`src/hdl/u2e_pkg.sv`:
```
// shared types, codes and character helpers for the utf-8 escaper
package u2e_pkg;

  localparam int QDepth = 4;
  localparam int QAw    = $clog2(QDepth);

  localparam logic [15:0] CapReset = 16'd256;

  localparam logic [1:0] STAT_OK  = 2'd0;
  localparam logic [1:0] STAT_BIG = 2'd1;
  localparam logic [1:0] STAT_LEN = 2'd2;

  localparam logic [7:0] CH_NUL  = 8'h00;
  localparam logic [7:0] CH_SP   = 8'h20;
  localparam logic [7:0] CH_AT   = 8'h40;
  localparam logic [7:0] CH_BSL  = 8'h5C;
  localparam logic [7:0] CH_X    = 8'h78;
  localparam logic [7:0] CH_U_LO = 8'h75;
  localparam logic [7:0] CH_U_HI = 8'h55;

  // rendering class of one codepoint
  typedef enum logic [2:0] {
    K_NONE  = 3'd0,
    K_PLAIN = 3'd1,
    K_ESC   = 3'd2,
    K_HEX   = 3'd3,
    K_U4    = 3'd4,
    K_U8    = 3'd5
  } kind_t;

  // back end step
  typedef enum logic [2:0] {
    ST_CP   = 3'b001,
    ST_AT   = 3'b010,
    ST_TERM = 3'b100
  } step_t;

  // one job from front to back
  typedef struct packed {
    kind_t       kind;
    logic [20:0] cp;
    logic        last;
    logic        at_sfx;
  } job_t;

  function automatic logic [7:0] hex_char(input logic [3:0] nib);
    hex_char = (nib < 4'd10) ? (8'h30 + {4'd0, nib}) : (8'h37 + {4'd0, nib});
  endfunction

  function automatic logic is_esc(input logic [20:0] cp);
    is_esc = (cp >= 21'h07 && cp <= 21'h0D) || cp == 21'h5C;
  endfunction

  function automatic logic [7:0] esc_letter(input logic [7:0] cp);
    logic [7:0] r;
    unique case (cp)
      8'h07:   r = 8'h61; // a
      8'h08:   r = 8'h62; // b
      8'h0C:   r = 8'h66; // f
      8'h0A:   r = 8'h6E; // n
      8'h0D:   r = 8'h72; // r
      8'h09:   r = 8'h74; // t
      8'h0B:   r = 8'h76; // v
      default: r = CH_BSL;
    endcase
    esc_letter = r;
  endfunction

  function automatic kind_t classify(input logic [20:0] cp);
    kind_t k;
    if (cp < 21'h0F || cp == 21'h5C) begin
      k = is_esc(cp) ? K_ESC : K_HEX;
    end else if (cp >= 21'h20 && cp <= 21'h7F) begin
      k = K_PLAIN;
    end else if (cp > 21'hFFFF) begin
      k = K_U8;
    end else begin
      k = K_U4;
    end
    classify = k;
  endfunction

  function automatic logic [3:0] kind_len(input kind_t k);
    logic [3:0] n;
    unique case (k)
      K_PLAIN: n = 4'd1;
      K_ESC:   n = 4'd2;
      K_HEX:   n = 4'd4;
      K_U4:    n = 4'd6;
      K_U8:    n = 4'd10;
      default: n = 4'd0;
    endcase
    kind_len = n;
  endfunction

endpackage

```
`src/hdl/utf8_to_escaped_ascii.sv`:
```
// top level: utf-8 to escaped ascii converter with capacity checking
//
//  channel | handshake            | payload
//  --------+----------------------+----------------------------------------------
//  in      | in_valid / in_ready  | in_src_byte, in_last_byte
//  out     | out_valid / out_ready| out_char, out_status, out_end_of_run,
//          |                      | out_string_done
//  cfg     | cfg_we               | cfg_wdata (dst_capacity)
//
// one source byte accepted per cycle while the 4-deep job queue has room
// one result beat per cycle unless out_ready stalls; escapes expand to up to 12 beats
//   per byte, set by the single character generator in the back end
// a byte that finishes nothing (utf-8 lead byte) and is not the last pushes no job
//   and never reaches the back end; jobs of an aborted string are dropped without output
// synchronous active-low reset; capacity resets to 256, all string state clears
// output stalls fill the queue and then drop in_ready; input stalls just starve
module utf8_to_escaped_ascii import u2e_pkg::*; (
  input  logic        clk,
  input  logic        rst_n,
  input  logic        in_valid,
  output logic        in_ready,
  input  logic [7:0]  in_src_byte,
  input  logic        in_last_byte,
  output logic        out_valid,
  input  logic        out_ready,
  output logic [7:0]  out_char,
  output logic [1:0]  out_status,
  output logic        out_end_of_run,
  output logic        out_string_done,
  input  logic        cfg_we,
  input  logic [15:0] cfg_wdata
);

  logic [15:0] cap_r;
  logic        q_push, q_full, q_pop, q_empty;
  job_t        push_job, head;

  // output buffer size in characters, terminator included
  always_ff @(posedge clk) begin
    if (!rst_n) begin
      cap_r <= CapReset;
    end else if (cfg_we) begin
      cap_r <= cfg_wdata;
    end
  end

  // decode and classify
  u2e_front u_front (
    .clk          (clk),
    .rst_n        (rst_n),
    .in_valid     (in_valid),
    .in_ready     (in_ready),
    .in_src_byte  (in_src_byte),
    .in_last_byte (in_last_byte),
    .q_full       (q_full),
    .q_push       (q_push),
    .q_job        (push_job)
  );

  // decouples decode from character expansion
  u2e_queue u_queue (
    .clk      (clk),
    .rst_n    (rst_n),
    .push     (q_push),
    .push_job (push_job),
    .full     (q_full),
    .pop      (q_pop),
    .head     (head),
    .empty    (q_empty)
  );

  // character expansion, counting and error reporting
  u2e_back u_back (
    .clk             (clk),
    .rst_n           (rst_n),
    .cap             (cap_r),
    .q_empty         (q_empty),
    .head            (head),
    .q_pop           (q_pop),
    .out_valid       (out_valid),
    .out_ready       (out_ready),
    .out_char        (out_char),
    .out_status      (out_status),
    .out_end_of_run  (out_end_of_run),
    .out_string_done (out_string_done)
  );

endmodule

```
`src/hdl/u2e_front.sv`:
```
// front end: accepts source bytes, assembles codepoints and classifies them
module u2e_front import u2e_pkg::*; (
  input  logic       clk,
  input  logic       rst_n,
  input  logic       in_valid,
  output logic       in_ready,
  input  logic [7:0] in_src_byte,
  input  logic       in_last_byte,
  input  logic       q_full,
  output logic       q_push,
  output job_t       q_job
);

  logic [1:0]  pend_r, pend_nxt;
  logic [20:0] acc_r, acc_nxt;
  logic        take;
  logic        emit;
  logic [20:0] cpv;

  assign in_ready = !q_full;
  assign take     = in_valid && in_ready;

  always_comb begin
    pend_nxt = pend_r;
    acc_nxt  = acc_r;
    emit     = 1'b0;
    cpv      = '0;
    priority if (pend_r != 2'd0) begin
      acc_nxt  = {acc_r[14:0], in_src_byte[5:0]};
      pend_nxt = pend_r - 2'd1;
      emit     = (pend_r == 2'd1);
      cpv      = {acc_r[14:0], in_src_byte[5:0]};
    end else if (in_src_byte[7:3] == 5'b11110) begin
      acc_nxt  = {18'd0, in_src_byte[2:0]};
      pend_nxt = 2'd3;
    end else if (in_src_byte[7:4] == 4'b1110) begin
      acc_nxt  = {17'd0, in_src_byte[3:0]};
      pend_nxt = 2'd2;
    end else if (in_src_byte[7:5] == 3'b110) begin
      acc_nxt  = {16'd0, in_src_byte[4:0]};
      pend_nxt = 2'd1;
    end else begin
      emit = 1'b1;
      cpv  = {13'd0, in_src_byte};
    end
    // end of string drops any unfinished sequence
    if (in_last_byte) begin
      pend_nxt = 2'd0;
      acc_nxt  = '0;
    end
  end

  assign q_push        = take && (emit || in_last_byte);
  assign q_job.kind    = emit ? classify(cpv) : K_NONE;
  assign q_job.cp      = cpv;
  assign q_job.last    = in_last_byte;
  assign q_job.at_sfx  = in_last_byte && (in_src_byte == CH_SP || in_src_byte == CH_AT);

  always_ff @(posedge clk) begin
    if (!rst_n) begin
      pend_r <= 2'd0;
      acc_r  <= '0;
    end else if (take) begin
      pend_r <= pend_nxt;
      acc_r  <= acc_nxt;
    end
  end

endmodule

```
`src/hdl/u2e_queue.sv`:
```
// small job fifo between front and back
module u2e_queue import u2e_pkg::*; (
  input  logic clk,
  input  logic rst_n,
  input  logic push,
  input  job_t push_job,
  output logic full,
  input  logic pop,
  output job_t head,
  output logic empty
);

  job_t             mem_r [QDepth];
  logic [QAw-1:0]   wp_r, rp_r;
  logic [QAw:0]     cnt_r, cnt_nxt;

  assign full  = (cnt_r == (QAw+1)'(QDepth));
  assign empty = (cnt_r == '0);
  assign head  = mem_r[rp_r];

  always_comb begin
    cnt_nxt = cnt_r;
    if (push && !pop) cnt_nxt = cnt_r + 1'b1;
    if (pop && !push) cnt_nxt = cnt_r - 1'b1;
  end

  always_ff @(posedge clk) begin
    if (push) mem_r[wp_r] <= push_job;
  end

  always_ff @(posedge clk) begin
    if (!rst_n) begin
      wp_r  <= '0;
      rp_r  <= '0;
      cnt_r <= '0;
    end else begin
      if (push) wp_r <= wp_r + 1'b1;
      if (pop)  rp_r <= rp_r + 1'b1;
      cnt_r <= cnt_nxt;
    end
  end

  a_no_pop_empty: assert property (@(posedge clk) disable iff (!rst_n) !(pop && empty))
    else $error("queue popped while empty");
  a_no_push_full: assert property (@(posedge clk) disable iff (!rst_n) !(push && full))
    else $error("queue pushed while full");
  a_cnt_range: assert property (@(posedge clk) disable iff (!rst_n)
      cnt_r <= (QAw+1)'(QDepth))
    else $error("queue count out of range");

endmodule

```
`src/hdl/u2e_back.sv`:
```
// back end: expands jobs into characters, checks capacity, holds the output register
module u2e_back import u2e_pkg::*; (
  input  logic        clk,
  input  logic        rst_n,
  input  logic [15:0] cap,
  input  logic        q_empty,
  input  job_t        head,
  output logic        q_pop,
  output logic        out_valid,
  input  logic        out_ready,
  output logic [7:0]  out_char,
  output logic [1:0]  out_status,
  output logic        out_end_of_run,
  output logic        out_string_done
);

  logic        fresh_r;
  step_t       stage_r, stage_nxt, cur_stage, start_stage;
  logic [3:0]  idx_r, cur_idx;
  logic [15:0] w_r;
  logic        err_r;
  logic        ov_r;
  logic [7:0]  ch_r;
  logic [1:0]  st_r;
  logic        eor_r, done_r;

  logic        slot_free, drop, work;
  logic        fail, end_ok, done, job_end;
  logic [1:0]  st;
  logic [7:0]  ch;
  logic [3:0]  len;
  logic [16:0] w17, cap17;

  function automatic logic [7:0] cp_char(input kind_t k, input logic [20:0] cp,
                                         input logic [3:0] i);
    logic [31:0] cp32;
    logic [3:0]  d;
    logic [2:0]  ni;
    logic [7:0]  r;
    cp32 = {11'd0, cp};
    d    = i - 4'd2;
    ni   = (k == K_U8) ? (3'd7 - d[2:0]) : (3'd3 - d[2:0]);
    unique case (k)
      K_PLAIN: r = cp[7:0];
      K_ESC:   r = (i == 4'd0) ? CH_BSL : esc_letter(cp[7:0]);
      K_HEX: begin
        unique case (i[1:0])
          2'd0:    r = CH_BSL;
          2'd1:    r = CH_X;
          2'd2:    r = hex_char(cp[7:4]);
          default: r = hex_char(cp[3:0]);
        endcase
      end
      K_U4, K_U8: begin
        if (i == 4'd0)      r = CH_BSL;
        else if (i == 4'd1) r = (k == K_U8) ? CH_U_HI : CH_U_LO;
        else                r = hex_char(cp32[{ni, 2'b00} +: 4]);
      end
      default: r = CH_NUL;
    endcase
    cp_char = r;
  endfunction

  assign slot_free = !ov_r || out_ready;
  assign drop      = !q_empty && err_r;
  assign work      = !q_empty && !err_r && slot_free;

  assign start_stage = (head.kind != K_NONE) ? ST_CP : (head.at_sfx ? ST_AT : ST_TERM);
  assign cur_stage   = fresh_r ? start_stage : stage_r;
  assign cur_idx     = fresh_r ? 4'd0 : idx_r;
  assign len         = kind_len(head.kind);
  assign w17         = {1'b0, w_r};
  assign cap17       = {1'b0, cap};

  always_comb begin
    fail      = 1'b0;
    st        = STAT_BIG;
    ch        = CH_NUL;
    end_ok    = 1'b0;
    done      = 1'b0;
    stage_nxt = cur_stage;
    unique case (cur_stage)
      ST_CP: begin
        priority if (head.kind == K_HEX && cur_idx == 4'd0) begin
          // hex escape goes out whole or not at all
          fail = (cap17 <= w17 + 17'd4);
        end else if ((head.kind == K_U4 || head.kind == K_U8) && cur_idx == 4'd2) begin
          fail = (cap17 < w17 + ((head.kind == K_U8) ? 17'd8 : 17'd4));
          st   = STAT_LEN;
        end else begin
          fail = (w_r >= cap);
        end
        ch = cp_char(head.kind, head.cp, cur_idx);
        if (cur_idx == len - 4'd1) begin
          end_ok    = !head.last;
          stage_nxt = head.at_sfx ? ST_AT : ST_TERM;
        end
      end
      ST_AT: begin
        fail      = (w_r >= cap);
        st        = STAT_LEN;
        ch        = CH_AT;
        stage_nxt = ST_TERM;
      end
      ST_TERM: begin
        fail   = (w_r >= cap);
        ch     = CH_NUL;
        done   = 1'b1;
        end_ok = 1'b1;
      end
      default: begin
        fail = 1'b1;
      end
    endcase
  end

  assign job_end = fail || end_ok;
  assign q_pop   = drop || (work && job_end);

  always_ff @(posedge clk) begin
    if (!rst_n) begin
      fresh_r <= 1'b1;
      stage_r <= ST_CP;
      idx_r   <= '0;
      w_r     <= '0;
      err_r   <= 1'b0;
      ov_r    <= 1'b0;
    end else begin
      if (slot_free) ov_r <= work;
      if (drop) begin
        // aborted string: swallow jobs until its last one
        if (head.last) begin
          err_r <= 1'b0;
          w_r   <= '0;
        end
      end else if (work) begin
        fresh_r <= job_end;
        if (!job_end) begin
          stage_r <= stage_nxt;
          idx_r   <= (stage_nxt == ST_CP) ? cur_idx + 4'd1 : 4'd0;
        end
        if (job_end && head.last) begin
          w_r   <= '0;
          err_r <= 1'b0;
        end else if (fail) begin
          err_r <= 1'b1;
        end else begin
          w_r <= w_r + 16'd1;
        end
      end
    end
  end

  always_ff @(posedge clk) begin
    if (work) begin
      ch_r   <= fail ? CH_NUL : ch;
      st_r   <= fail ? st : STAT_OK;
      eor_r  <= job_end;
      done_r <= fail || done;
    end
  end

  assign out_valid       = ov_r;
  assign out_char        = ch_r;
  assign out_status      = st_r;
  assign out_end_of_run  = eor_r;
  assign out_string_done = done_r;

  a_err_beat: assert property (@(posedge clk) disable iff (!rst_n)
      ov_r && st_r != STAT_OK |-> ch_r == CH_NUL && done_r && eor_r)
    else $error("error beat is malformed");
  a_done_ends_run: assert property (@(posedge clk) disable iff (!rst_n)
      ov_r && done_r |-> eor_r)
    else $error("string end without end of run");
  a_job_held: assert property (@(posedge clk) disable iff (!rst_n)
      !fresh_r |-> !q_empty)
    else $error("job in progress but queue empty");

endmodule
```
`config.mk`:
```
export PLATFORM = sky130hd
export DESIGN_NAME = utf8_to_escaped_ascii
export DESIGN_NICKNAME = d
export VERILOG_FILES = /design/src/hdl/u2e_pkg.sv /design/src/hdl/utf8_to_escaped_ascii.sv /design/src/hdl/u2e_front.sv /design/src/hdl/u2e_queue.sv /design/src/hdl/u2e_back.sv
export SDC_FILE = /design/constraint.sdc
export NUM_CORES = 1
export LEC_CHECK = 0
export BUFFER_PORTS_ARGS = -buffer_cell sky130_fd_sc_hd__buf_2
export CORE_AREA = 4 4 193 195
export CTS_CLUSTER_DIAMETER = 200
export DETAILED_ROUTE_END_ITERATION = 10
export DIE_AREA = 0 0 197 199
export HOLD_SLACK_MARGIN = 0.1
export PLACE_DENSITY = 0.47
export SLEW_MARGIN = 30
export SYNTH_ARGS = -nofsm -noshare
export SYNTH_HDL_FRONTEND = slang
export SYNTH_SLANG_ARGS = --single-unit
```
`constraint.sdc`:
```
create_clock -name clk -period 12.5 [get_ports clk]
set_input_delay 1.25 -clock clk [delete_from_list [all_inputs] [get_ports clk]]
set_output_delay 1.25 -clock clk [all_outputs]
set_load 0.01 [all_outputs]
```
==> qor.json, run 1 <==
{
  "timing.setup.critical_path_class": {"value": "reg2reg"},
  "syn_to_final_growth": {"value": 11.6, "unit": "%"},
  "path_clk_slew": {"value": 0.08, "unit": "ns"},
  "register_area": {"value": 4850, "unit": "um^2"},
  "layout_worst_path_cycle_share": {"value": 48.8, "unit": "%"},
  "timing_hold_violations_final": {"value": 0},
  "via_count_of_the_first_global_routing_pass": {"value": 7505},
  "holdPathStages": {"value": 2},
  "drcViolationCount": {"value": 0},
  "area_of_the_multi_input_gates": {"value": 5290, "unit": "um^2"},
  "layout_setup_ws": {"value": 6.40, "unit": "ns"},
  "final-max-slew-violation-count": {"value": 0},
  "ctsRootBufferMaster": {"value": "clkbuf_16"},
  "syn-cell-area": {"value": 10600, "unit": "um^2"},
  "num_antenna_cells": {"value": 0},
  "drt-wirelength-per-cell": {"value": 18.0, "unit": "um"},
  "fmax": {"value": 0.164, "unit": "GHz"},
  "synthArstFlopShare": {"value": 0, "unit": "%"},
  "number_of_buffers_and_inverters_on_the_critical_path": {"value": 2},
  "critical_path.endpoint_type": {"value": "register"},
  "actual_transition_at_the_worst_max_transition_pin": {"value": 0.778, "unit": "ns"},
  "run_status": {"value": "completed"},
  "worst_ir_drop_vdd": {"value": 117, "unit": "uV"},
  "overflow": {"value": 0},
  "worst-r2r-cell-count": {"value": 24},
  "clockBufferDepth": {"value": 2},
  "timing.clock.skew": {"value": 0.0124, "unit": "ns"},
  "post_drt_via_cell_ratio": {"value": 5.11},
  "buffer_ports.inserted": {"value": 43},
  "die_w": {"value": 197, "unit": "um"},
  "critical_path.max_fanout": {"value": 26},
  "final_cell_mix": {"value": "edfxtp_1 (116), nand2_1 (87), a21oi_1 (78), ha_1 (67), dfxtp_1 (67)"},
  "switchingPower": {"value": 0.886, "unit": "mW"},
  "synthesis.nets": {"value": 1117},
  "count_of_warnings_emitted_by_yosys": {"value": 0},
  "crit_path_max_incr_delay": {"value": 0.76, "unit": "ns"},
  "synthFlopType": {"value": "edfxtp_1"},
  "cpLargestDelayFamily": {"value": "adder cells"},
  "setup-tns-final": {"value": 0, "unit": "ns"},
  "ys_seq_area_share": {"value": 45.9, "unit": "%"},
  "worstPathArrival": {"value": 6.47, "unit": "ns"},
  "drt_iter0_drc": {"value": 404},
  "worst_setup_path_start_kind": {"value": "register"},
  "final_layout_size_suffix_gt1_share": {"value": 12.1, "unit": "%"},
  "mostFrequentLayoutCell": {"value": "edfxtp_1"},
  "power_per_cell_area": {"value": 188, "unit": "nW/um^2"},
  "grt_first_pass_wirelength": {"value": 43600, "unit": "um"},
  "worst_path_most_repeated_cell": {"value": "ha_1"},
  "totalWireLength": {"value": 27200, "unit": "um"},
  "crit_path_slowest_cell": {"value": "mux4_2"},
  "dpl_worst_slack": {"value": 6.33, "unit": "ns"},
  "power.clock.fraction": {"value": 24.7, "unit": "%"},
  "relative_contribution_of_combinational_cells_to_total_power": {"value": 39.9, "unit": "%"},
  "numCtsBuffers": {"value": 17},
  "detailedPlacementHpwl": {"value": 19400, "unit": "um"},
  "number_of_top_level_pins": {"value": 44},
  "postSynthCellCount": {"value": 1018},
  "routed-via-count": {"value": 7719},
  "total_clock_sinks": {"value": 184},
  "p_seq_share": {"value": 35.4, "unit": "%"},
  "ctsHoldBuffers": {"value": 0},
  "synth_cell_type_count": {"value": 76},
  "placeableCoreArea": {"value": 35400, "unit": "um^2"},
  "grt_max_degree": {"value": 47},
  "finalNetCount": {"value": 1137},
  "clk-insertion-delay-late": {"value": 0.44, "unit": "ns"},
  "power.switching_fraction": {"value": 39.9, "unit": "%"},
  "grt_antenna_before_repair": {"value": 0},
  "ctsResizeCount": {"value": 0},
  "edff_count_synth": {"value": 116},
  "synthesis.area_per_instance": {"value": 10.4, "unit": "um^2"},
  "cp_cell_sequence": {"value": "buf_4 -> mux4_2 -> nand3b_1 -> ha_1 -> fa_1 -> nand3_1 -> nor2_1 -> nand3_1 -> nor3_1 -> xnor2_1 -> ha_1 -> a21o_1 -> a21oi_1 -> o21ai_0 -> a211oi_1 -> o32a_4 -> nand4_1 -> nand2_1 -> ha_1 -> inv_1 -> fa_1 -> xor2_1 -> or3_1 -> a21oi_1"},
  "die_footprint": {"value": 39200, "unit": "um^2"},
  "power.leakage": {"value": 4.17, "unit": "nW"},
  "drt_first_pass_iters": {"value": 5},
  "min_period": {"value": 6.10, "unit": "ns"},
  "rsz_0062_raised_after_global_routing": {"value": "false"},
  "synth_seq_cells": {"value": 184},
  "layout.filler_cells": {"value": 3604},
  "overall_power": {"value": 2.22, "unit": "mW"},
  "hold_path.class": {"value": "reg2reg"},
  "slew_headroom": {"value": 48.1, "unit": "%"},
  "clock_tree_from_tritoncts": {"value": "done"},
  "setup-violations-final": {"value": 0},
  "timing.critical_path.depth": {"value": 24},
  "start_util": {"value": 29.8, "unit": "%"},
  "timing.critical_path.required": {"value": 12.87, "unit": "ns"},
  "place_congestion": {"value": 0.841},
  "gr-usage-all-layers": {"value": 14.1, "unit": "%"},
  "placement_rows": {"value": 69},
  "max-cap-violations": {"value": 0},
  "cts.htree.levels": {"value": 4},
  "drtAntennaViolNets": {"value": 0},
  "power.internal": {"value": 1.33, "unit": "mW"},
  "post_cts.repair.setup_buffers": {"value": 0},
  "fp.dieH": {"value": 199, "unit": "um"}
}
-- power groups by stage --
stage / Clock, mW / Combinational (mW) / Sequential [mW]
6_report: 0.547 / 0.885 / 0.786
5_1_grt: 0.592 / 0.992 / 0.794
3_3_place_gp: 0 / 0.892 / 0.800
2_1_floorplan: 0 / 0.643 / 0.795
3_5_place_dp: 0 / 0.895 / 0.801
4_1_cts: 0.563 / 0.898 / 0.788
-- per-stage QoR --
stage	hold WS [ns]	util, %	cell area (um^2)	std cells
3_5_place_dp	0.461	31.6	11200	1480
4_1_cts	0.474	33.3	11800	1512
5_1_grt	0.501	33.3	11800	1512
6_report	0.470	33.3	11800	1512
2_1_floorplan	0.440	-	10600	1018
3_3_place_gp	0.457	31.6	11200	1480
-- cell type report --
cell class	count	area share, %
Inverter	59	1.88
Sequential cell	184	41.1
Tap cell	461	4.90
Multi-Input combinational cell	728	44.9
Timing Repair Buffer	48	2.15
Clock buffer	17	3.61
Clock inverter	15	1.44
-- routing by layer --
layer,vias up,track usage [%],wire length [um]
met5,-,0,0
met4,0,3.36,289
met3,16,2.44,943
met2,125,22.1,12400
met1,3740,20.4,13600
li1,3838,-,-
-- worst reg2reg max path, stage by stage (launching register included) --
cell      delay, ns
dfxtp_2        0.32
buf_4          0.46
mux4_2         0.77
nand3b_1       0.36
ha_1           0.31
fa_1           0.41
nand3_1        0.14
nor2_1         0.09
nand3_1        0.15
nor3_1         0.08
xnor2_1        0.13
ha_1           0.30
a21o_1         0.18
a21oi_1        0.13
o21ai_0        0.11
a211oi_1       0.35
o32a_4         0.26
nand4_1        0.18
nand2_1        0.13
ha_1           0.18
inv_1          0.06
fa_1           0.37
xor2_1         0.16
or3_1          0.30
a21oi_1        0.13
-- state kept, by name (all words and copies together) (netlist names), named ones only --
signal / cells
cap_r: 16
u_back.err_r: 1
u_back.fresh_r: 1
u_back.idx_r: 4
u_back.out_char: 8
u_back.out_end_of_run: 1
u_back.out_status: 2
u_back.out_string_done: 1
u_back.out_valid: 1
u_back.stage_r: 3
u_back.w_r: 16
u_front.acc_r: 15
u_front.pend_r: 2
u_queue.cnt_r: 3
u_queue.mem_r: 104
u_queue.rp_r: 2
u_queue.wp_r: 2
-- synthesized netlist by cell type, drive strengths merged (11+ instances only) --
| cell | instances | area share [%] |
|---|---|---|
| a21o | 12 | 0.85 |
| a21oi | 79 | 3.7 |
| and2 | 16 | 0.95 |
| and3 | 14 | 0.83 |
| buf | 13 | 0.78 |
| clkbuf | 34 | 1.2 |
| dfxtp | 68 | 13 |
| edfxtp | 116 | 33 |
| ha | 67 | 7.9 |
| inv | 59 | 2.1 |
| mux2i | 22 | 2.1 |
| mux4 | 26 | 5.5 |
| nand2 | 87 | 3.1 |
| nand2b | 12 | 0.71 |
| nand3 | 50 | 2.4 |
| nand4 | 12 | 0.71 |
| nor2 | 65 | 2.3 |
| nor2b | 24 | 1.4 |
| nor3 | 16 | 0.76 |
| o21ai | 37 | 1.8 |
| o31ai | 15 | 1.1 |
| or4 | 11 | 0.78 |
| xnor2 | 25 | 2.1 |
-- logic make-up (layout without fill, tap and decap cells) --
family	after synthesis	count (layout)	share of synthesized area (%)
simple gates	352	352	17.2
compound gates	224	224	13.9
flops	184	184	45.9
buf+inv	106	139	4.09
fa+ha+maj	70	70	8.42
mux	49	49	7.74
xor+xnor	33	33	2.74
-- final timing paths --
| path | endpoint | slack, ns | start |
|---|---|---|---|
| max | u_queue.cnt_r[2] | 6.40 | register |
| min | u_front.acc_r[11] | 0.47 | u_front.acc_r[11] |
| max reg2reg | u_queue.cnt_r[2] | 6.40 | register |
| min reg2reg | u_front.acc_r[11] | 0.47 | u_front.acc_r[11] |
Power figures use the tool's default switching activity.
==> run 2, diff against run 1 <==
==> constraint.sdc (replaced) <==
create_clock -name clk -period 5.7 [get_ports clk]
set_input_delay 0.57 -clock clk [delete_from_list [all_inputs] [get_ports clk]]
set_output_delay 0.57 -clock clk [all_outputs]
set_load 0.01 [all_outputs]
==> run 2 against run 1 <==
  * Combinational power rose by 120%
  * Critical path type unchanged
  * Register-to-register slack got worse by 6.0 ns
  * Non-clock buffer count rose by 9
  * Critical endpoint unchanged
  * Setup slack got worse by 6.0 ns
  * First-iteration DRC count rose by 19%
  * Largest cell class unchanged
==> qor.json, run 2 (synthesized netlist as in run 1, its figures left out) <==
{
  "run_status": {"value": "completed", "change": "unchanged"},
  "setup-tns-final": {"value": 0, "unit": "ns", "change": "unchanged"},
  "hp-start": {"value": "cfg_wdata[8]", "change": "was u_front.acc_r[11]"},
  "worst_setup_path_start_kind": {"value": "register", "change": "unchanged"},
  "cp_cell_sequence": {"value": "mux4_2 -> nand3b_1 -> ha_2 -> fa_1 -> nand3_1 -> nor2_2 -> nand3_1 -> nor2_1 -> xnor2_1 -> ha_1 -> nand4_1 -> a2111oi_0 -> a211oi_2 -> o32a_4 -> nand4_1 -> nand2_1 -> ha_1 -> inv_1 -> fa_1 -> xor2_1 -> or3_1 -> a21oi_1", "change": "was buf_4 -> mux4_2 -> nand3b_1 -> ha_1 -> fa_1 -> nand3_1 -> nor2_1 -> nand3_1 -> nor3_1 -> xnor2_1 -> ha_1 -> a21o_1 -> a21oi_1 -> o21ai_0 -> a211oi_1 -> o32a_4 -> nand4_1 -> nand2_1 -> ha_1 -> inv_1 -> fa_1 -> xor2_1 -> or3_1 -> a21oi_1"},
  "finalNetCount": {"value": 1146, "change": "was 1137"},
  "drcViolationCount": {"value": 0, "change": "unchanged"},
  "via_count_of_the_first_global_routing_pass": {"value": 7472, "change": "was 7505"},
  "routed-via-count": {"value": 7847, "change": "was 7719"},
  "timing_hold_violations_final": {"value": 0, "change": "unchanged"},
  "ctsRootBufferMaster": {"value": "clkbuf_16", "change": "unchanged"},
  "grt_antenna_before_repair": {"value": 0, "change": "unchanged"},
  "detailedPlacementHpwl": {"value": 19900, "unit": "um", "change": "was 19400 um"},
  "worst_ir_drop_vdd": {"value": 265, "unit": "uV", "change": "was 117 uV"},
  "clockBufferDepth": {"value": 2, "change": "unchanged"},
  "power_per_cell_area": {"value": 415, "unit": "nW/um^2", "change": "was 188 nW/um^2"},
  "setup-violations-final": {"value": 0, "change": "unchanged"},
  "numCtsBuffers": {"value": 17, "change": "unchanged"},
  "post_drt_via_cell_ratio": {"value": 5.16, "change": "was 5.11"},
  "placeableCoreArea": {"value": 35400, "unit": "um^2", "change": "unchanged"},
  "buffer_ports.inserted": {"value": 43, "change": "unchanged"},
  "final-max-slew-violation-count": {"value": 0, "change": "unchanged"},
  "final_layout_size_suffix_gt1_share": {"value": 13.1, "unit": "%", "change": "was 12.1%"},
  "worstPathArrival": {"value": 5.67, "unit": "ns", "change": "was 6.47 ns"},
  "path_clk_slew": {"value": 0.07, "unit": "ns", "change": "was 0.08 ns"},
  "number_of_top_level_pins": {"value": 44, "change": "unchanged"},
  "power.leakage": {"value": 4.22, "unit": "nW", "change": "was 4.17 nW"},
  "crit_path_max_incr_delay": {"value": 0.55, "unit": "ns", "change": "was 0.76 ns"},
  "holdPathStages": {"value": 3, "change": "was 2"},
  "reg2reg_slack": {"value": 0.36, "unit": "ns", "change": "was 6.40 ns"},
  "hold_path.class": {"value": "in2reg", "change": "was reg2reg"},
  "critical_path.max_fanout": {"value": 6, "change": "was 26"},
  "crit_path_slowest_cell": {"value": "a2111oi_0", "change": "was mux4_2"},
  "drtAntennaViolNets": {"value": 0, "change": "unchanged"},
  "start_util": {"value": 29.8, "unit": "%", "change": "unchanged"},
  "final_cell_mix": {"value": "edfxtp_1 (116), nand2_1 (87), a21oi_1 (79), dfxtp_1 (67), ha_1 (66)", "change": "was edfxtp_1 (116), nand2_1 (87), a21oi_1 (78), ha_1 (67), dfxtp_1 (67)"},
  "drt_iter0_drc": {"value": 482, "change": "was 404"},
  "die_w": {"value": 197, "unit": "um", "change": "unchanged"},
  "syn_to_final_growth": {"value": 12.4, "unit": "%", "change": "was 11.6%"},
  "min_period": {"value": 5.34, "unit": "ns", "change": "was 6.10 ns"},
  "drt-wirelength-per-cell": {"value": 18.0, "unit": "um", "change": "about the same"},
  "clk-insertion-delay-late": {"value": 0.44, "unit": "ns", "change": "about the same"},
  "worst-r2r-cell-count": {"value": 22, "change": "was 24"},
  "slew_headroom": {"value": 42.6, "unit": "%", "change": "was 48.1%"},
  "max-cap-violations": {"value": 0, "change": "unchanged"},
  "largest_reg_flops": {"value": 104, "change": "unchanged"},
  "fp.dieH": {"value": 199, "unit": "um", "change": "unchanged"},
  "cts.htree.levels": {"value": 4, "change": "unchanged"},
  "largest-register": {"value": "u_queue.mem_r", "change": "unchanged"},
  "whs_endpoint": {"value": "cap_r[8]", "change": "was u_front.acc_r[11]"},
  "timing.critical_path.required": {"value": 6.04, "unit": "ns", "change": "was 12.87 ns"},
  "largest_registers_ranked_by_flip_flop_count": {"value": "u_queue.mem_r x104, cap_r x16, u_back.w_r x16", "change": "unchanged"},
  "fmax": {"value": 0.187, "unit": "GHz", "change": "was 0.164 GHz"},
  "number_of_buffers_and_inverters_on_the_critical_path": {"value": 1, "change": "was 2"},
  "timing.clock.skew": {"value": 0.0138, "unit": "ns", "change": "was 0.0124 ns"},
  "layout_worst_path_cycle_share": {"value": 93.6, "unit": "%", "change": "was 48.8%"},
  "timing.rr.end": {"value": "u_queue.cnt_r[2]", "change": "unchanged"},
  "total_clock_sinks": {"value": 184, "change": "unchanged"},
  "grt_max_degree": {"value": 47, "change": "unchanged"},
  "num_antenna_cells": {"value": 0, "change": "unchanged"},
  "overflow": {"value": 0, "change": "unchanged"},
  "grt_first_pass_wirelength": {"value": 43500, "unit": "um", "change": "was 43600 um"},
  "place_congestion": {"value": 0.849, "change": "was 0.841"},
  "drt_first_pass_iters": {"value": 5, "change": "unchanged"},
  "timing.setup.critical_path_class": {"value": "reg2reg", "change": "unchanged"},
  "actual_transition_at_the_worst_max_transition_pin": {"value": 0.854, "unit": "ns", "change": "was 0.778 ns"},
  "layout.filler_cells": {"value": 3602, "change": "was 3604"},
  "critical_path.endpoint_type": {"value": "register", "change": "unchanged"},
  "totalWireLength": {"value": 27300, "unit": "um", "change": "was 27200 um"},
  "cpLargestDelayFamily": {"value": "simple AND/OR/NAND/NOR gates", "change": "was adder cells"},
  "timing.critical_path.depth": {"value": 22, "change": "was 24"},
  "clock_tree_from_tritoncts": {"value": "done", "change": "unchanged"},
  "die_footprint": {"value": 39200, "unit": "um^2", "change": "unchanged"},
  "overall_power": {"value": 4.92, "unit": "mW", "change": "was 2.22 mW"},
  "gr-usage-all-layers": {"value": 14.0, "unit": "%", "change": "was 14.1%"},
  "mostFrequentLayoutCell": {"value": "edfxtp_1", "change": "unchanged"},
  "placement_rows": {"value": 69, "change": "unchanged"}
}
-- run 2: cell type report --
type,instances,area [um^2],area share (%)
multi-input cells,728,5300,44.7
flip-flops and latches,184,4850,40.9
well taps,461,577,4.86
clock buffers,17,425,3.59
repair buffers,57,320,2.70
inverters,59,223,1.88
clock inverters,15,169,1.42
-- run 2: worst max path at each step --
stage | startpoint | endpoint | slack [ns]
floorplan | register | u_queue.cnt_r[2] | 0.62
global placement | register | u_queue.cnt_r[2] | 0.32
CTS | register | u_queue.cnt_r[2] | 0.18
global route | register | u_queue.cnt_r[2] | -0.002
finish | register | u_queue.cnt_r[2] | 0.36
detailed placement | register | u_queue.cnt_r[2] | 0.20
-- run 2: per-stage QoR --
| step | hold slack [ns] | worst slack, ns | cell area [um^2] | utilization, % | std cells |
|---|---|---|---|---|---|
| 2_1_floorplan | 0.440 | 0.622 | 10600 | - | 1018 |
| 3_3_place_gp | 0.454 | 0.316 | 11200 | 31.8 | 1488 |
| 3_5_place_dp | 0.458 | 0.196 | 11200 | 31.8 | 1488 |
| 4_1_cts | 0.344 | 0.176 | 11800 | 33.4 | 1520 |
| 5_1_grt | 0.359 | -0.00239 | 11900 | 33.5 | 1521 |
| 6_report | 0.366 | 0.364 | 11900 | 33.5 | 1521 |
-- run 2: what timing repair did --
| item | in CTS | in global routing |
|---|---|---|
| buffers inserted | 0 | 1 |
| endpoints found under the setup margin | 0 | 1 |
| resized for setup | 0 | 4 |
| hold buffers | 0 | 0 |
-- run 2: per-layer routing --
metal,share of wire [%],wire length (um),vias to the layer above,global-route usage (%)
met4,0.95,259,0,2.57
met5,0,0,-,0
met1,50,13800,3811,20.5
met3,3.1,860,22,2.17
met2,46,12500,151,22.3
li1,-,-,3863,-
-- run 2: worst reg2reg max path, stage by stage, from the launching register on --
cell and delay (ns):
dfxtp_2 0.40, mux4_2 0.54, nand3b_1 0.29, ha_2 0.27
fa_1 0.40, nand3_1 0.17, nor2_2 0.07, nand3_1 0.16
nor2_1 0.08, xnor2_1 0.13, ha_1 0.32, nand4_1 0.12
a2111oi_0 0.55, a211oi_2 0.12, o32a_4 0.41, nand4_1 0.15
nand2_1 0.09, ha_1 0.21, inv_1 0.07, fa_1 0.17
xor2_1 0.07, or3_1 0.31, a21oi_1 0.14
-- run 2: power breakdown --
group	internal (mW)	total, mW	switching, mW
sequential	1.64	1.73	0.0925
combinational	0.725	1.98	1.26
clock	0.596	1.20	0.608
